[config.mk]
export PLATFORM = sky130hd
export DESIGN_NAME = signed_four_digit_segment_scan
export DESIGN_NICKNAME = d
export VERILOG_FILES = /design/src/rtl/sdscan_pkg.sv /design/src/rtl/sdscan_emit.sv /design/src/rtl/signed_four_digit_segment_scan.sv
export SDC_FILE = /design/constraint.sdc
export NUM_CORES = 1
export LEC_CHECK = 0
export ABC_AREA = 1
export BUFFER_PORTS_ARGS = -buffer_cell sky130_fd_sc_hd__buf_2
export CAP_MARGIN = 40
export CELL_PAD_IN_SITES_DETAIL_PLACEMENT = 1
export CELL_PAD_IN_SITES_GLOBAL_PLACEMENT = 1
export CORE_ASPECT_RATIO = 0.6
export CORE_UTILIZATION = 52
export DETAILED_ROUTE_END_ITERATION = 8
export PLACE_DENSITY_LB_ADDON = 0.12
export SLEW_MARGIN = 20
export SYNTH_ARGS = -nofsm -noshare
export SYNTH_HDL_FRONTEND = slang
export SYNTH_SLANG_ARGS = --single-unit
export TNS_END_PERCENT = 1
[constraint.sdc]
create_clock -name i_clk -period 10 [get_ports i_clk]
set_input_delay 0.5 -clock i_clk [delete_from_list [all_inputs] [get_ports i_clk]]
set_output_delay 0.5 -clock i_clk [all_outputs]
set_load 0.02 [all_outputs]
[src/rtl/sdscan_pkg.sv]
// ----------------------------------------------------------------------------
// sdscan_pkg: shared types and helpers for the signed four-digit scan
// Frame layout, digit-info bundle, segment patterns and decade digit pick.
// ----------------------------------------------------------------------------
package sdscan_pkg;

    localparam logic [6:0] SEG_G      = 7'h40;
    localparam logic [6:0] SEG_BLANK  = 7'h00;
    localparam logic [9:0] DWELL_STD  = 10'd5;
    localparam logic [9:0] DWELL_LEAD = 10'd6;
    localparam logic [9:0] DWELL_TAIL = 10'd7;
    localparam logic [9:0] DWELL_BLINK = 10'd1000;

    localparam logic [3:0] EN_NONE = 4'h0;
    localparam logic [3:0] EN_D0   = 4'h1;
    localparam logic [3:0] EN_D1   = 4'h2;
    localparam logic [3:0] EN_D2   = 4'h4;
    localparam logic [3:0] EN_D3   = 4'h8;
    localparam logic [3:0] EN_ALL  = 4'hF;

    // Magnitudes at or above this no longer fit four digits.
    localparam logic [15:0] BIG_LIMIT = 16'd10000;

    localparam int          MAX_FRAMES = 5;
    localparam int          IDX_W      = $clog2(MAX_FRAMES + 1);

    typedef struct packed {
        logic [3:0] digit_enable;
        logic [6:0] segments;
        logic [9:0] dwell_ms;
    } t_frame;

    // Decoded value handed from the digit pipeline to the frame emitter.
    typedef struct packed {
        logic       neg;
        logic       big;
        logic [3:0] d3;
        logic [3:0] d2;
        logic [3:0] d1;
        logic [3:0] d0;
    } t_digits;

    function automatic logic [6:0] seg_pattern(input logic [3:0] d);
        logic [6:0] p;
        unique case (d)
            4'd0:    p = 7'h3F;
            4'd1:    p = 7'h06;
            4'd2:    p = 7'h5B;
            4'd3:    p = 7'h4F;
            4'd4:    p = 7'h66;
            4'd5:    p = 7'h6D;
            4'd6:    p = 7'h7D;
            4'd7:    p = 7'h27;
            4'd8:    p = 7'h7F;
            4'd9:    p = 7'h6F;
            default: p = SEG_BLANK;
        endcase
        return p;
    endfunction

    // Pick the decimal digit at one decade by parallel compares; unit is a
    // constant at every call, so each compare is against a fixed number.
    function automatic logic [3:0] dec_digit(input logic [13:0] v,
                                             input logic [13:0] unit);
        logic [3:0] d;
        d = 4'd0;
        for (int k = 1; k < 10; k++) begin
            if (v >= 14'(k) * unit) begin
                d = 4'(k);
            end
        end
        return d;
    endfunction

endpackage

[src/rtl/sdscan_emit.sv]
// ----------------------------------------------------------------------------
// sdscan_emit: frame emitter
// Expands one decoded value into its 1 to 5 scan frames, one per cycle unless the receiver stalls.
// ----------------------------------------------------------------------------
module sdscan_emit (
    input  logic                i_clk,
    input  logic                i_rst_n,
    input  logic                i_valid,
    input  sdscan_pkg::t_digits i_digits,
    output logic                o_ready,
    output logic                o_valid,
    input  logic                i_stall,
    output sdscan_pkg::t_frame  o_frame,
    output logic                o_last
);
    import sdscan_pkg::*;

    t_frame           r_frame [MAX_FRAMES];
    logic [IDX_W-1:0] r_cnt;
    logic [IDX_W-1:0] r_idx;
    logic             r_busy;

    t_frame           n_list  [MAX_FRAMES];
    t_frame           dfr     [4];
    t_frame           minus_fr;
    logic [IDX_W-1:0] ndig;
    logic [IDX_W-1:0] n_cnt;
    logic             out_take;
    logic             load;

    // Build the frame list for the incoming value.
    always_comb begin
        for (int k = 0; k < 4; k++) begin
            dfr[k] = '{EN_NONE, SEG_BLANK, DWELL_STD};
        end
        minus_fr = '{EN_NONE, SEG_BLANK, DWELL_STD};
        if (i_digits.big) begin
            dfr[0] = '{EN_ALL, SEG_G, DWELL_BLINK};
            dfr[1] = '{EN_ALL, SEG_BLANK, DWELL_BLINK};
            ndig   = IDX_W'(2);
        end else if (i_digits.d3 != 4'd0) begin
            dfr[0] = '{EN_D3, seg_pattern(i_digits.d3), DWELL_STD};
            dfr[1] = '{EN_D2, seg_pattern(i_digits.d2), DWELL_STD};
            dfr[2] = '{EN_D1, seg_pattern(i_digits.d1), DWELL_STD};
            dfr[3] = '{EN_D0, seg_pattern(i_digits.d0), DWELL_STD};
            ndig   = IDX_W'(4);
        end else if (i_digits.d2 != 4'd0) begin
            dfr[0]   = '{EN_D2, seg_pattern(i_digits.d2), DWELL_LEAD};
            dfr[1]   = '{EN_D1, seg_pattern(i_digits.d1), DWELL_TAIL};
            dfr[2]   = '{EN_D0, seg_pattern(i_digits.d0), DWELL_TAIL};
            ndig     = IDX_W'(3);
            minus_fr = '{EN_D3, SEG_G, DWELL_STD};
        end else if (i_digits.d1 != 4'd0) begin
            dfr[0]   = '{EN_D1, seg_pattern(i_digits.d1), DWELL_STD};
            dfr[1]   = '{EN_D0, seg_pattern(i_digits.d0), DWELL_STD};
            ndig     = IDX_W'(2);
            minus_fr = '{EN_D2, SEG_G, DWELL_STD};
        end else begin
            dfr[0]   = '{EN_D0, seg_pattern(i_digits.d0), DWELL_STD};
            ndig     = IDX_W'(1);
            minus_fr = '{EN_D1, SEG_G, DWELL_STD};
        end

        if (i_digits.neg) begin
            n_list[0] = minus_fr;
            for (int k = 0; k < 4; k++) begin
                n_list[k+1] = dfr[k];
            end
            n_cnt = ndig + IDX_W'(1);
        end else begin
            for (int k = 0; k < 4; k++) begin
                n_list[k] = dfr[k];
            end
            n_list[4] = minus_fr;
            n_cnt     = ndig;
        end
    end

    assign o_valid  = r_busy;
    assign o_frame  = r_frame[r_idx];
    assign o_last   = (r_idx == r_cnt - IDX_W'(1));
    assign out_take = r_busy && !i_stall;
    assign o_ready  = !r_busy || (out_take && o_last);
    assign load     = i_valid && o_ready;

    always_ff @(posedge i_clk) begin
        if (!i_rst_n) begin
            r_busy <= 1'b0;
            r_idx  <= '0;
            r_cnt  <= IDX_W'(1);
        end else if (load) begin
            r_busy <= 1'b1;
            r_idx  <= '0;
            r_cnt  <= n_cnt;
        end else if (out_take) begin
            if (o_last) begin
                r_busy <= 1'b0;
            end else begin
                r_idx <= r_idx + IDX_W'(1);
            end
        end
    end

    always_ff @(posedge i_clk) begin
        if (load) begin
            for (int k = 0; k < MAX_FRAMES; k++) begin
                r_frame[k] <= n_list[k];
            end
        end
    end

endmodule

[src/rtl/signed_four_digit_segment_scan.sv]
// ----------------------------------------------------------------------------
// signed_four_digit_segment_scan: scan frames for a signed 4-digit display
// Turns one signed 16-bit value into the frames of one display scan pass.
// ----------------------------------------------------------------------------
// Pipeline: the first frame of a request passes the magnitude stage, three
//   decade stages, then the frame emitter register before it is valid.
// Flow: the emitter drives one frame per cycle while i_stall is low and takes
//   the next request as a last frame goes; the decade pipeline refills behind.
// Reset: synchronous, active low; clears the stage valid bits and emitter
//   state only. No clearing pass, the block takes requests right after reset.
module signed_four_digit_segment_scan (
    input  logic               i_clk,
    input  logic               i_rst_n,
    input  logic               i_valid,
    output logic               o_stall,
    input  logic signed [15:0] i_value,
    output logic               o_valid,
    input  logic               i_stall,
    output logic [3:0]         o_digit_enable,
    output logic [6:0]         o_segments,
    output logic [9:0]         o_dwell_ms,
    output logic               o_last
);
    import sdscan_pkg::*;

    // Stage 1: sign and magnitude.
    logic        r1_valid;
    logic        r1_neg;
    logic        r1_big;
    logic [13:0] r1_rem;
    // Stage 2: thousands digit.
    logic        r2_valid;
    logic        r2_neg;
    logic        r2_big;
    logic [3:0]  r2_d3;
    logic [9:0]  r2_rem;
    // Stage 3: hundreds digit.
    logic        r3_valid;
    logic        r3_neg;
    logic        r3_big;
    logic [3:0]  r3_d3;
    logic [3:0]  r3_d2;
    logic [6:0]  r3_rem;
    // Stage 4: tens and ones.
    logic        r4_valid;
    t_digits     r4_digits;

    logic        rdy1, rdy2, rdy3, rdy4;
    logic [15:0] raw;
    logic [15:0] mag;
    logic        n1_neg;
    logic [3:0]  n2_d3;
    logic [3:0]  n3_d2;
    logic [3:0]  n4_d1;
    t_frame      out_frame;

    // Each stage advances when empty or when the stage below takes its item.
    assign rdy3    = !r4_valid || rdy4;
    assign rdy2    = !r3_valid || rdy3;
    assign rdy1    = !r2_valid || rdy2;
    assign o_stall = r1_valid && !rdy1;

    // Two's complement magnitude; the most negative value gives 32768.
    assign raw    = i_value;
    assign n1_neg = raw[15];
    assign mag    = n1_neg ? (~raw + 16'd1) : raw;

    assign n2_d3 = dec_digit(r1_rem, 14'd1000);
    assign n3_d2 = dec_digit({4'd0, r2_rem}, 14'd100);
    assign n4_d1 = dec_digit({7'd0, r3_rem}, 14'd10);

    // Valid bits.
    always_ff @(posedge i_clk) begin
        if (!i_rst_n) begin
            r1_valid <= 1'b0;
            r2_valid <= 1'b0;
            r3_valid <= 1'b0;
            r4_valid <= 1'b0;
        end else begin
            if (!o_stall) begin
                r1_valid <= i_valid;
            end
            if (rdy1) begin
                r2_valid <= r1_valid;
            end
            if (rdy2) begin
                r3_valid <= r2_valid;
            end
            if (rdy3) begin
                r4_valid <= r3_valid;
            end
        end
    end

    // Payload: hold while the stage below stalls.
    always_ff @(posedge i_clk) begin
        if (!o_stall) begin
            r1_neg <= n1_neg;
            r1_big <= (mag >= BIG_LIMIT);
            r1_rem <= mag[13:0];
        end
        if (rdy1) begin
            r2_neg <= r1_neg;
            r2_big <= r1_big;
            r2_d3  <= n2_d3;
            r2_rem <= 10'(r1_rem - 14'(n2_d3) * 14'd1000);
        end
        if (rdy2) begin
            r3_neg <= r2_neg;
            r3_big <= r2_big;
            r3_d3  <= r2_d3;
            r3_d2  <= n3_d2;
            r3_rem <= 7'(r2_rem - 10'(n3_d2) * 10'd100);
        end
        if (rdy3) begin
            r4_digits.neg <= r3_neg;
            r4_digits.big <= r3_big;
            r4_digits.d3  <= r3_d3;
            r4_digits.d2  <= r3_d2;
            r4_digits.d1  <= n4_d1;
            r4_digits.d0  <= 4'(r3_rem - 7'(n4_d1) * 7'd10);
        end
    end

    // Expand into frames and drive them out one per cycle unless the receiver stalls.
    sdscan_emit u_emit (
        .i_clk    (i_clk),
        .i_rst_n  (i_rst_n),
        .i_valid  (r4_valid),
        .i_digits (r4_digits),
        .o_ready  (rdy4),
        .o_valid  (o_valid),
        .i_stall  (i_stall),
        .o_frame  (out_frame),
        .o_last   (o_last)
    );

    assign o_digit_enable = out_frame.digit_enable;
    assign o_segments     = out_frame.segments;
    assign o_dwell_ms     = out_frame.dwell_ms;

    // A pass is never cut short: after a non-final frame goes, another follows.
    a_pass_continues: assert property (@(posedge i_clk) disable iff (!i_rst_n)
        o_valid && !i_stall && !o_last |=> o_valid)
        else $error("scan pass broken before its last frame");

    // Blink frames always light every digit.
    a_blink_all_digits: assert property (@(posedge i_clk) disable iff (!i_rst_n)
        o_valid && (o_dwell_ms == DWELL_BLINK) |-> (o_digit_enable == EN_ALL))
        else $error("blink frame without all digits selected");

    // A selected digit with no segments lit occurs only as the blink-off frame.
    a_blank_only_blink: assert property (@(posedge i_clk) disable iff (!i_rst_n)
        o_valid && (o_segments == SEG_BLANK) && (o_digit_enable != EN_NONE)
        |-> (o_dwell_ms == DWELL_BLINK) && o_last)
        else $error("selected digit with blank segments outside blink pair");

    // The stage feeding the emitter only moves when the emitter takes it.
    a_emit_handoff: assert property (@(posedge i_clk) disable iff (!i_rst_n)
        r4_valid && !rdy4 |=> r4_valid && $stable(r4_digits))
        else $error("decoded value lost while emitter busy");

endmodule

==> Word level (Yosys, flattened, before mapping) <==
Memory sizes are Yosys's and may differ from the RTL's. A register that Yosys moved wholly into a read port is not among the register bits.
Index checks and enable logic that the tools add are counted.
{ "word_totals": {"register_bits": 78, "mem_bits_rw": 105, "rom_bits": 1120, "inputBits": 20, "out_inout_bits": 24, "n_memories": 11} }
{ "mem_list": {"columns": ["name", "words", "width", "rd", "rd_ports_with_merged_regs", "wr", "line", "text"], "rows": [
  ["(name not given)", 16, 7, 1, 1, 0, "sdscan_pkg.sv:45", "unique case (d)"],
  ["(name not given)", 16, 7, 1, 1, 0, "sdscan_pkg.sv:45", null],
  ["(name not given)", 16, 7, 1, 1, 0, "sdscan_pkg.sv:45", null],
  ["(name not given)", 16, 7, 1, 1, 0, "sdscan_pkg.sv:45", null],
  ["(name not given)", 16, 7, 1, 1, 0, "sdscan_pkg.sv:45", null],
  ["(name not given)", 16, 7, 1, 1, 0, "sdscan_pkg.sv:45", null],
  ["5 more memories", null, null, null, null, null, null, null]
]} }
{ "classes": {"add_sub_neg": 7, "n_mul": 3, "n_lt_le_gt_ge": 28, "eq_ne": 1, "muxes": 63, "bitwise": 3, "n_reduce_logical": 22} }
{ "op_table": {"columns": ["operator", "n"], "rows": [
  ["2-to-1 mux 4 bit", 34],
  ["2-to-1 mux 42 bit", 3],
  ["2-to-1 mux 105 bit", 1],
  ["2-to-1 mux 21 bit", 3],
  ["2-to-1 mux 63 bit", 1],
  ["greater-or-equal comparator 14 x 13 -> 1 bit, second input constant", 4],
  ["2-to-1 mux 18 bit", 3],
  ["greater-or-equal comparator 10 bit, second input constant", 4],
  ["greater-or-equal comparator 10 x 9 -> 1 bit, second input constant", 3],
  ["greater-or-equal comparator 14 x 12 -> 1 bit, second input constant", 2],
  ["greater-or-equal comparator 7 x 6 -> 1 bit, second input constant", 3],
  ["greater-or-equal comparator 7 bit, second input constant", 3],
  ["2-to-1 mux 20 bit", 1],
  ["2-to-1 mux 19 bit", 1],
  ["2-to-1 mux 3 bit", 6],
  ["adder 16 x 1 -> 16 bit, second input constant", 1],
  ["greater-or-equal comparator 16 x 14 -> 1 bit, second input constant", 1],
  ["2-to-1 mux 16 bit", 1],
  ["NOT 16 bit", 1],
  ["greater-or-equal comparator 14 x 10 -> 1 bit, second input constant", 1],
  ["greater-or-equal comparator 14 x 11 -> 1 bit, second input constant", 1],
  ["greater-or-equal comparator 14 bit, second input constant", 1],
  ["greater-or-equal comparator 7 x 5 -> 1 bit, second input constant", 2],
  ["nonzero test 4 bit", 3],
  ["other kinds (21)", 43]
]} }

==> Depth between registers and ports, before layout <==
Gate-level depths: netlist of the first run.
{ "depth": {"word_depth": 13, "mapped_depth": 26} }

==> Cells and area by module <==
From an unflattened synthesis of the first run, not the netlist that was laid out.
{ "hier_totals": {"hier_cells": 1032, "area_unflattened_um2": 8772.2} }
{ "modules_own_cells": {"columns": ["module", "instances", "cells_per_inst", "area_per_inst_um2", "seq_area_each_um2"], "rows": [
  ["sdscan_emit", 1, 603, 4682.0, 2031.9],
  ["signed_four_digit_segment_scan", 1, 429, 4090.2, 2092.0]
]} }

==> Worst setup path after synthesis of the first run <==
No wires, ideal clock.
{ "synth_path": {"kind": "reg-to-reg", "startpoint": "register r1_rem[11]", "endpoint": "register r2_rem[9] (data pin)", "setup_time_ns": 0.249, "t_arrival_ns": 3.692, "path_slack_ns": 6.059, "path_stages_with_launch": 19, "path_buffers": 1, "synth_period_minus_slack_ns": 3.941, "path_cell_list": "edfxtp_1 -> buf_2 -> nand2_1 -> o21ai_0 -> inv_1 -> a21oi_1 -> a21oi_1 -> fa_1 -> inv_1 -> fa_1 -> inv_1 -> ha_1 -> xor2_1 -> ha_1 -> a21oi_1 -> xnor2_1 -> nand3_1 -> nand2_1 -> inv_1"} }
{ "synth_between": {"word_cells_on_any_way": 20, "cone_classes": "add/sub: 1; mul: 1; order compare: 9; mux: 9"} }
{ "synth_rtl": {"columns": ["element", "line", "text"], "rows": [
  ["start, declared", "signed_four_digit_segment_scan.sv:30", "logic [13:0] r1_rem;"],
  ["start signal, assigned", "signed_four_digit_segment_scan.sv:100", "r1_rem <= mag[13:0];"],
  ["greater-or-equal comparator 14 x 12 -> 1 bit", "sdscan_pkg.sv:68", "if (v >= 14'(k) * unit) begin"],
  ["2-to-1 mux 4 bit (6 in series)", "sdscan_pkg.sv:68", null],
  ["2-to-1 mux 4 bit *", "sdscan_pkg.sv:68", null],
  ["named net n2_d3[3]", "signed_four_digit_segment_scan.sv:52", "logic [3:0] n2_d3;"],
  ["multiplier 4 x 7 -> 7 bit *", "signed_four_digit_segment_scan.sv:106", "r2_rem <= 10'(r1_rem - 14'(n2_d3) * 14'd1000);"],
  ["subtractor 10 bit *", "signed_four_digit_segment_scan.sv:106", null],
  ["end signal, assigned", "signed_four_digit_segment_scan.sv:106", null],
  ["end, declared", "signed_four_digit_segment_scan.sv:36", "logic [9:0] r2_rem;"]
]} }
Mark *: on every way through the listed nets, which the timed path passes. The rest lies on a longest branch.
A chain may end at the register's enable or synchronous reset.

==> Final worst setup path of the first run <==
Ends and elaborated chain as after synthesis.

==> results of run 1 <==
[cells by family after synthesis]
family / Yosys count / synth area share
and+or+nand+nor: 436 / 0.1954
buffers and inverters: 215 / 0.09021
AOI/OAI and AO/OA: 207 / 0.1277
DFF: 170 / 0.4839
adders and majority gates: 54 / 0.07522
xor gates and xnor gates: 30 / 0.02714
other: 1 / 0.0003874
[worst paths after layout]
kind,start,endpoint,slack [ns],depth (start not counted)
worst max-delay path,r1_rem[11],r2_rem[9],5.43,17
worst min register to register,r2_rem[0],r3_rem[0],0.42,0
worst max register to register,r1_rem[11],r2_rem[9],5.43,17
worst min-delay path,i_value[0],r1_rem[0],0.25,1
[layout make-up]
class / instances / share of cell area
flip-flops and latches: 170 / 0.4376
multi-input cells: 728 / 0.3851
inverters: 185 / 0.06533
clock buffers: 17 / 0.03974
well taps: 240 / 0.02805
repair buffers: 48 / 0.02560
clock inverters: 15 / 0.01858
[worst max-delay path: stages (launching register included)]
cell and delay, ns:
edfxtp_1 0.49, nand2_1 0.15, o21ai_0 0.19, inv_1 0.08
a21oi_1 0.47, a21oi_1 0.28, fa_1 0.64, inv_1 0.07
fa_1 0.50, inv_1 0.05, ha_1 0.33, xor2_1 0.18
ha_1 0.32, a21oi_1 0.20, xnor2_1 0.16, nand3_1 0.10
nand2_1 0.10, inv_1 0.04
[power by group]
| part | internal [uW] | switching, uW | leakage, uW | total [uW] |
|---|---|---|---|---|
| Combinational | 500 | 1000 | 0.00291 | 1500 |
| Sequential | 966 | 111 | 0.00161 | 1080 |
| Clock | 418 | 296 | 0.000293 | 714 |
[cell usage in the layout (no fill, tap or decap), drive strengths merged, types with 4 or more instances in the layout]
| master | count |
|---|---|
| nand4 | 6 |
| clkbuf | 17 |
| clkinvlp | 4 |
| o22ai | 13 |
| nand3b | 5 |
| o211ai | 4 |
| o221ai | 4 |
| buf | 48 |
| dfxtp | 42 |
| edfxtp | 128 |
| ha | 47 |
| inv | 185 |
| nand3 | 44 |
| o21ai | 114 |
| xor2 | 18 |
| nand2 | 237 |
| nor2 | 130 |
| a31oi | 16 |
| a21oi | 39 |
| or2 | 6 |
| xnor2 | 12 |
| a22oi | 7 |
| fa | 7 |
| clkinv | 7 |
| bufinv | 4 |
| nor3 | 4 |
[per-layer routing]
layer,track usage,part of all wire
met5,0,0
met4,0.08608,0.012
met3,0.05968,0.063
met2,0.4389,0.43
met1,0.4292,0.49
[stage by stage]
stage | utilization | power [uW] | setup slack [ns] | cell area, um^2 | hold WS, ns
final | 0.5894 | 3296 | 5.433 | 10710 | 0.2487
after global routing | 0.5894 | 3527 | 5.165 | 10710 | 0.2463
after CTS | 0.5871 | 3287 | 5.113 | 10660 | 0.2276
after detailed placement | 0.5528 | 2549 | 5.516 | 10040 | 0.4098
after global placement | 0.5528 | 2456 | 5.725 | 10040 | 0.4004
after floorplan | - | 2111 | 6.059 | 9681 | 0.4003
==> metrics.md, run 1 <==
| Metric | Value |
|---|---|
| Status | finished, final reports clean |
| FMAX | roughly 0.22 GHz |
| CTS tree | yes |
| First-pass GRT wire length | around 42,000 um |
| GRT Overall Usage | 0.2943 |
| DPL Wire Length | 19,620 um |
| Post-synth EDFFs | 128 |
| Post-synth ARST share | 0 |
| Largest net degree at the start of global routing | between 60 and 70 |
| Unrepaired setup endpoints after global routing | false |
| P_leak | slightly below 0.005 uW |
| FILL cells | 2,173 |
| Synth Net Count | between 1k and 1.5k |
| Vias | around 7.8k |
| Diode count | 0 |
| Post-synthesis register bit count | 170 |
| Post-CTS setup repair buffer count | 0 |
| Post-CTS Hold Buffers | 0 |
| GPL Wtd Cong | slightly below 0.9 |
| Rows | 38 |
| Vias in the first global route | 7,871 |
| Final ANT Viol Nets | 0 |
| Top-area cell type share of the netlist area | 0.3971 |
| Share of cells above drive strength 1 | 0.1161 |
| Total congestion overflow | 0 |
| Most frequent cells after synthesis | nand2_1 (228), inv_1 (173), edfxtp_1 (128) |
| Final Skew | slightly below 0.008 ns |
| Fin cells | around 1.4k |
| WP data arrival | between 4 and 5 ns |
| Clock transition at path regs | 0.07 ns |
| HP Class | input port to flip-flop |
| # IOs | 44 |
| Main synth FF type | edfxtp_1 |
| CTS root buf | clkbuf_16 |
| Routed WL | around 27,000 um |
| Pins over their slew limit | 0 |
| YS warnings | 0 |
| Drt wl/cell | 19.10 um |
| CP Data Required Time | just over 10 ns |
| H-tree depth | 4 |
| Count of final hold-check violations | 0 |
| Seq/Total Area, Yosys | 0.4839 |
| Actual slew at the worst max-slew pin | between 0.8 and 0.9 ns |
| Clk sinks | 170 |
| Multi-input gate area | a little over 0.004 mm^2 |
| Synth cell types | 55 |
| # port buffers | between 40 and 50 |
| Minimum clock period | about 4.6 ns |
| Worst-skew pair later-pin latency | 0.44 ns |
| CP startpoint kind | flip-flop |
| Max Buffers Root-to-Sink | 2 |
| Fin crit share | 0.4567 |
| Post-CTS Resized | 0 |
| Die height | between 100 and 150 um |
| Rel. slew slack | 0.4162 |
| Average size of a mapped cell | slightly below 9 um^2 |
| Area Growth Syn to Fin | 10.59% |
| Final net count | roughly 1.2k |
| Starting density of the core | 0.5330 |
| Area of the mapped netlist | between 0.009 and 0.01 mm^2 |
| Chip Width | ~180 um |
| Mapped Cells | 1,113 |
| Die area | between 0.015 and 0.02 mm^2 |
| Setup TNS | 0 ns |
| Power per Cell Area | roughly 310 mW/mm^2 |
| FF+latch area | 0.004684 mm^2 |
| CP Max Fanout | 8 |
| Critical path endpoint category | flip-flop |
| Clock buffers created by TritonCTS | 17 |
| Starting DRT DRC Count | 730 |
| Core area | 0.01816 mm^2 |
| Max_cap viols | 0 |
| VDD IR max | 153.0 uV |
| CP Class | flip-flop to flip-flop |
| Final Setup Violations | 0 |
| Cell taking the most area after synthesis | edfxtp_1 |
| Via density | roughly 5.6 |
| DRC violations left | 0 |
| Pre-antenna DRT Iters | 5 |
| Top post-synthesis cells by area | edfxtp_1 (40%), nand2_1 (8.8%), dfxtp_1 (8.7%) |
| Initial antenna violation count | 0 |
| Most common cell in the synthesized netlist | nand2_1 |
| Inst Count DP | approximately 1.4k |
Power figures use the tool's default switching activity.
==> run 2, diff against run 1 <==
--- a/config.mk
+++ b/config.mk
@@ -11,7 +11,7 @@
 export CELL_PAD_IN_SITES_DETAIL_PLACEMENT = 1
 export CELL_PAD_IN_SITES_GLOBAL_PLACEMENT = 1
 export CORE_ASPECT_RATIO = 0.6
-export CORE_UTILIZATION = 52
+export CORE_UTILIZATION = 48
 export DETAILED_ROUTE_END_ITERATION = 8
 export PLACE_DENSITY_LB_ADDON = 0.12
 export SLEW_MARGIN = 20
==> constraint.sdc (replaced) <==
create_clock -name i_clk -period 4.8 [get_ports i_clk]
set_input_delay 0.24 -clock i_clk [delete_from_list [all_inputs] [get_ports i_clk]]
set_output_delay 0.24 -clock i_clk [all_outputs]
set_load 0.02 [all_outputs]
==> run 2 against run 1 <==
  * Register-to-register slack worse by 5.1 ns
  * Combinational power is 99% higher
  * Final cell count is 2.1% higher
  * Sequential share of layout area is 0.051 points lower
  * Non-clock buffer count is 3 higher
  * Critical endpoint unchanged
==> metrics.md, run 2 (synthesis results as in run 1) <==
| Metric | Value |
|---|---|
| Hold Path Depth | 3 (+2) |
| CP Data Required Time | 5.00 ns (-5.21 ns) |
| Worst-skew pair later-pin latency | 0.44 ns (about the same) |
| Share of cells above drive strength 1 | 0.1158 (-0.0002987) |
| FILL cells | 2,303 (+6.0%) |
| Clock buffers created by TritonCTS | 17 (unchanged) |
| Fin crit share | 0.9345 (+0.4778) |
| First-pass GRT wire length | 42,660 um (+1.1%) |
| # port buffers | 42 (unchanged) |
| Vias | 7,681 (-1.5%) |
| Most frequent cells in the layout | nand2_1 (228), inv_1 (172), edfxtp_1 (128) |
| Commonest non-fill, non-tap cell in the layout | nand2_1 |
| CP Class | flip-flop to flip-flop |
| GPL Wtd Cong | 0.8907 (about the same) |
| Initial antenna violation count | 0 (unchanged) |
| Clock transition at path regs | 0.07 ns (about the same) |
| Chip Width | 185.3 um (+4.0%) |
| Reg-to-reg slack, setup | 0.31 ns (-5.12 ns) |
| Starting DRT DRC Count | 662 (-9.3%) |
| CTS tree | yes |
| CP startpoint kind | flip-flop |
| Post-CTS setup repair buffer count | 0 (unchanged) |
| Rows | 39 (+2.6%) |
| Unrepaired setup endpoints after global routing | false |
| Actual slew at the worst max-slew pin | 0.7932 ns (-0.08135 ns) |
| Via density | 5.364 (-3.5%) |
| CTS root buf | clkbuf_16 |
| Final net count | 1,227 (+0.25%) |
| Die area | 0.02076 mm^2 (+8.2%) |
| Count of final hold-check violations | 0 (unchanged) |
| Die height | 112.0 um (+4.0%) |
| Minimum clock period | 4.486 ns (-0.08118 ns) |
| Fin cells | 1,432 (+2.1%) |
| GRT Overall Usage | 0.2726 (-0.02169) |
| # IOs | 44 (unchanged) |
| Diode count | 0 (unchanged) |
| Routed WL | 26,150 um (-2.4%) |
| Finished Cell Area | 0.01072 mm^2 (+0.12%) |
| Placed Area | 0.01010 mm^2 (+0.62%) |
| WP data arrival | 4.69 ns (-0.08 ns) |
| Worst r2r path cells | 17 (unchanged) |
| CP Max Fanout | 6 (-2) |
| End of the worst register-to-register path | r2_rem[9] |
| P_leak | 0.004823 uW (+0.23%) |
| FMAX | 0.2229 GHz (+1.8%) |
| Setup TNS | 0 ns (unchanged) |
| Clk sinks | 170 (unchanged) |
| Final ANT Viol Nets | 0 (unchanged) |
| Largest net degree at the start of global routing | 38 (-40%) |
| Drt wl/cell | 18.26 um (-4.4%) |
| Post-CTS Hold Buffers | 1 (+1) |
| Final Setup Violations | 0 (unchanged) |
| HP Class | input port to flip-flop |
| Worst Hold End | r1_valid |
| DPL Wire Length | 19,270 um (-1.8%) |
| Min-delay src | i_valid |
| DRC violations left | 0 (unchanged) |
| Vias in the first global route | 7,844 (-0.34%) |
| H-tree depth | 4 (unchanged) |
| Area Growth Syn to Fin | 10.71% |
| Final Skew | 0.01061 ns (+0.002691 ns) |
| Pins over their slew limit | 0 (unchanged) |
| Inst Count DP | 1,398 (+2.2%) |
| Critical path endpoint category | flip-flop |
| Max Buffers Root-to-Sink | 2 (unchanged) |
| Status | finished, final reports clean |
| Rel. slew slack | 0.4704 (+0.05426) |
| VDD IR max | 373.4 uV (+140%) |
| Power per Cell Area | 619.7 mW/mm^2 (+100%) |
| Max_cap viols | 0 (unchanged) |
| Post-CTS Resized | 0 (unchanged) |
| R2r startpoint | r1_rem[8] |
| Core area | 0.01937 mm^2 (+6.7%) |
| Total congestion overflow | 0 (unchanged) |
| Starting density of the core | 0.4997 (-0.03329) |
| Pre-antenna DRT Iters | 5 (unchanged) |
-- run 2: cell types whose count changed in the layout (fill, tap and decap cells not counted), sizes merged --
cell and change:
clkinvlp -4, inv +1, bufinv -4, buf +2
clkbuf +12, dlygate4sd3 +1, clkinv -5
-- run 2: per-layer routing --
metal  vias to the layer above  share of wire  track usage  wire length [um]
met3                        23          0.063      0.06379              1655
li1                       3738              -            -                 -
met5                         -              0            0                 0
met1                      3715           0.52       0.4177             13480
met4                         0         0.0085      0.06832               223
met2                       205           0.41       0.3828             10790
-- run 2: worst max-delay path by stage --
stage,from,endpoint
2_1_floorplan,r1_rem[11],r2_rem[9]
3_3_place_gp,r1_rem[8],r2_rem[9]
3_5_place_dp,r1_rem[8],r2_rem[9]
4_1_cts,r1_rem[8],r2_rem[9]
5_1_grt,r1_rem[8],r2_rem[9]
6_report,r1_rem[8],r2_rem[9]
-- run 2: worst max-delay path, stage by stage (launching register included) --
cell and delay (ns):
edfxtp_1 0.42, nand2_1 0.24, nor2_1 0.12, a21oi_1 0.30, nand2_1 0.09, a21oi_1 0.58, ha_1 0.37, fa_1 0.54
inv_1 0.08, fa_1 0.48, ha_1 0.33, nand2_1 0.08, nand2_1 0.05, a21oi_1 0.16, xnor2_1 0.17, nand3_1 0.10
nand2_1 0.09, inv_1 0.04
-- run 2: where the power goes --
part           switching (uW)  internal (uW)  total [uW]
clock network             589            809        1400
logic                    1940           1040        2980
registers                 248           2010        2260
total                    2780           3860        6640
-- run 2: through the flow --
step	hold WS (ns)	worst slack, ns	util	power (uW)
after floorplan	0.3389	0.8588	-	4398
after global placement	0.4023	0.5494	0.5215	5054
after detailed placement	0.4063	0.3789	0.5215	5207
after CTS	0.02774	0.3267	0.5525	6651
after global routing	0.07708	0.04062	0.5533	7193
final	0.05591	0.3144	0.5533	6642
-- run 2: cell type report --
class,instances,area [um^2],share of cell area
clock buffers,29,569.3,0.05312
clock inverters,3,21.27,0.001985
inverters,185,699.4,0.06526
multi-input cells,728,4123,0.3847
flip-flops and latches,170,4684,0.4371
well taps,266,332.8,0.03105
repair buffers,51,287.8,0.02685
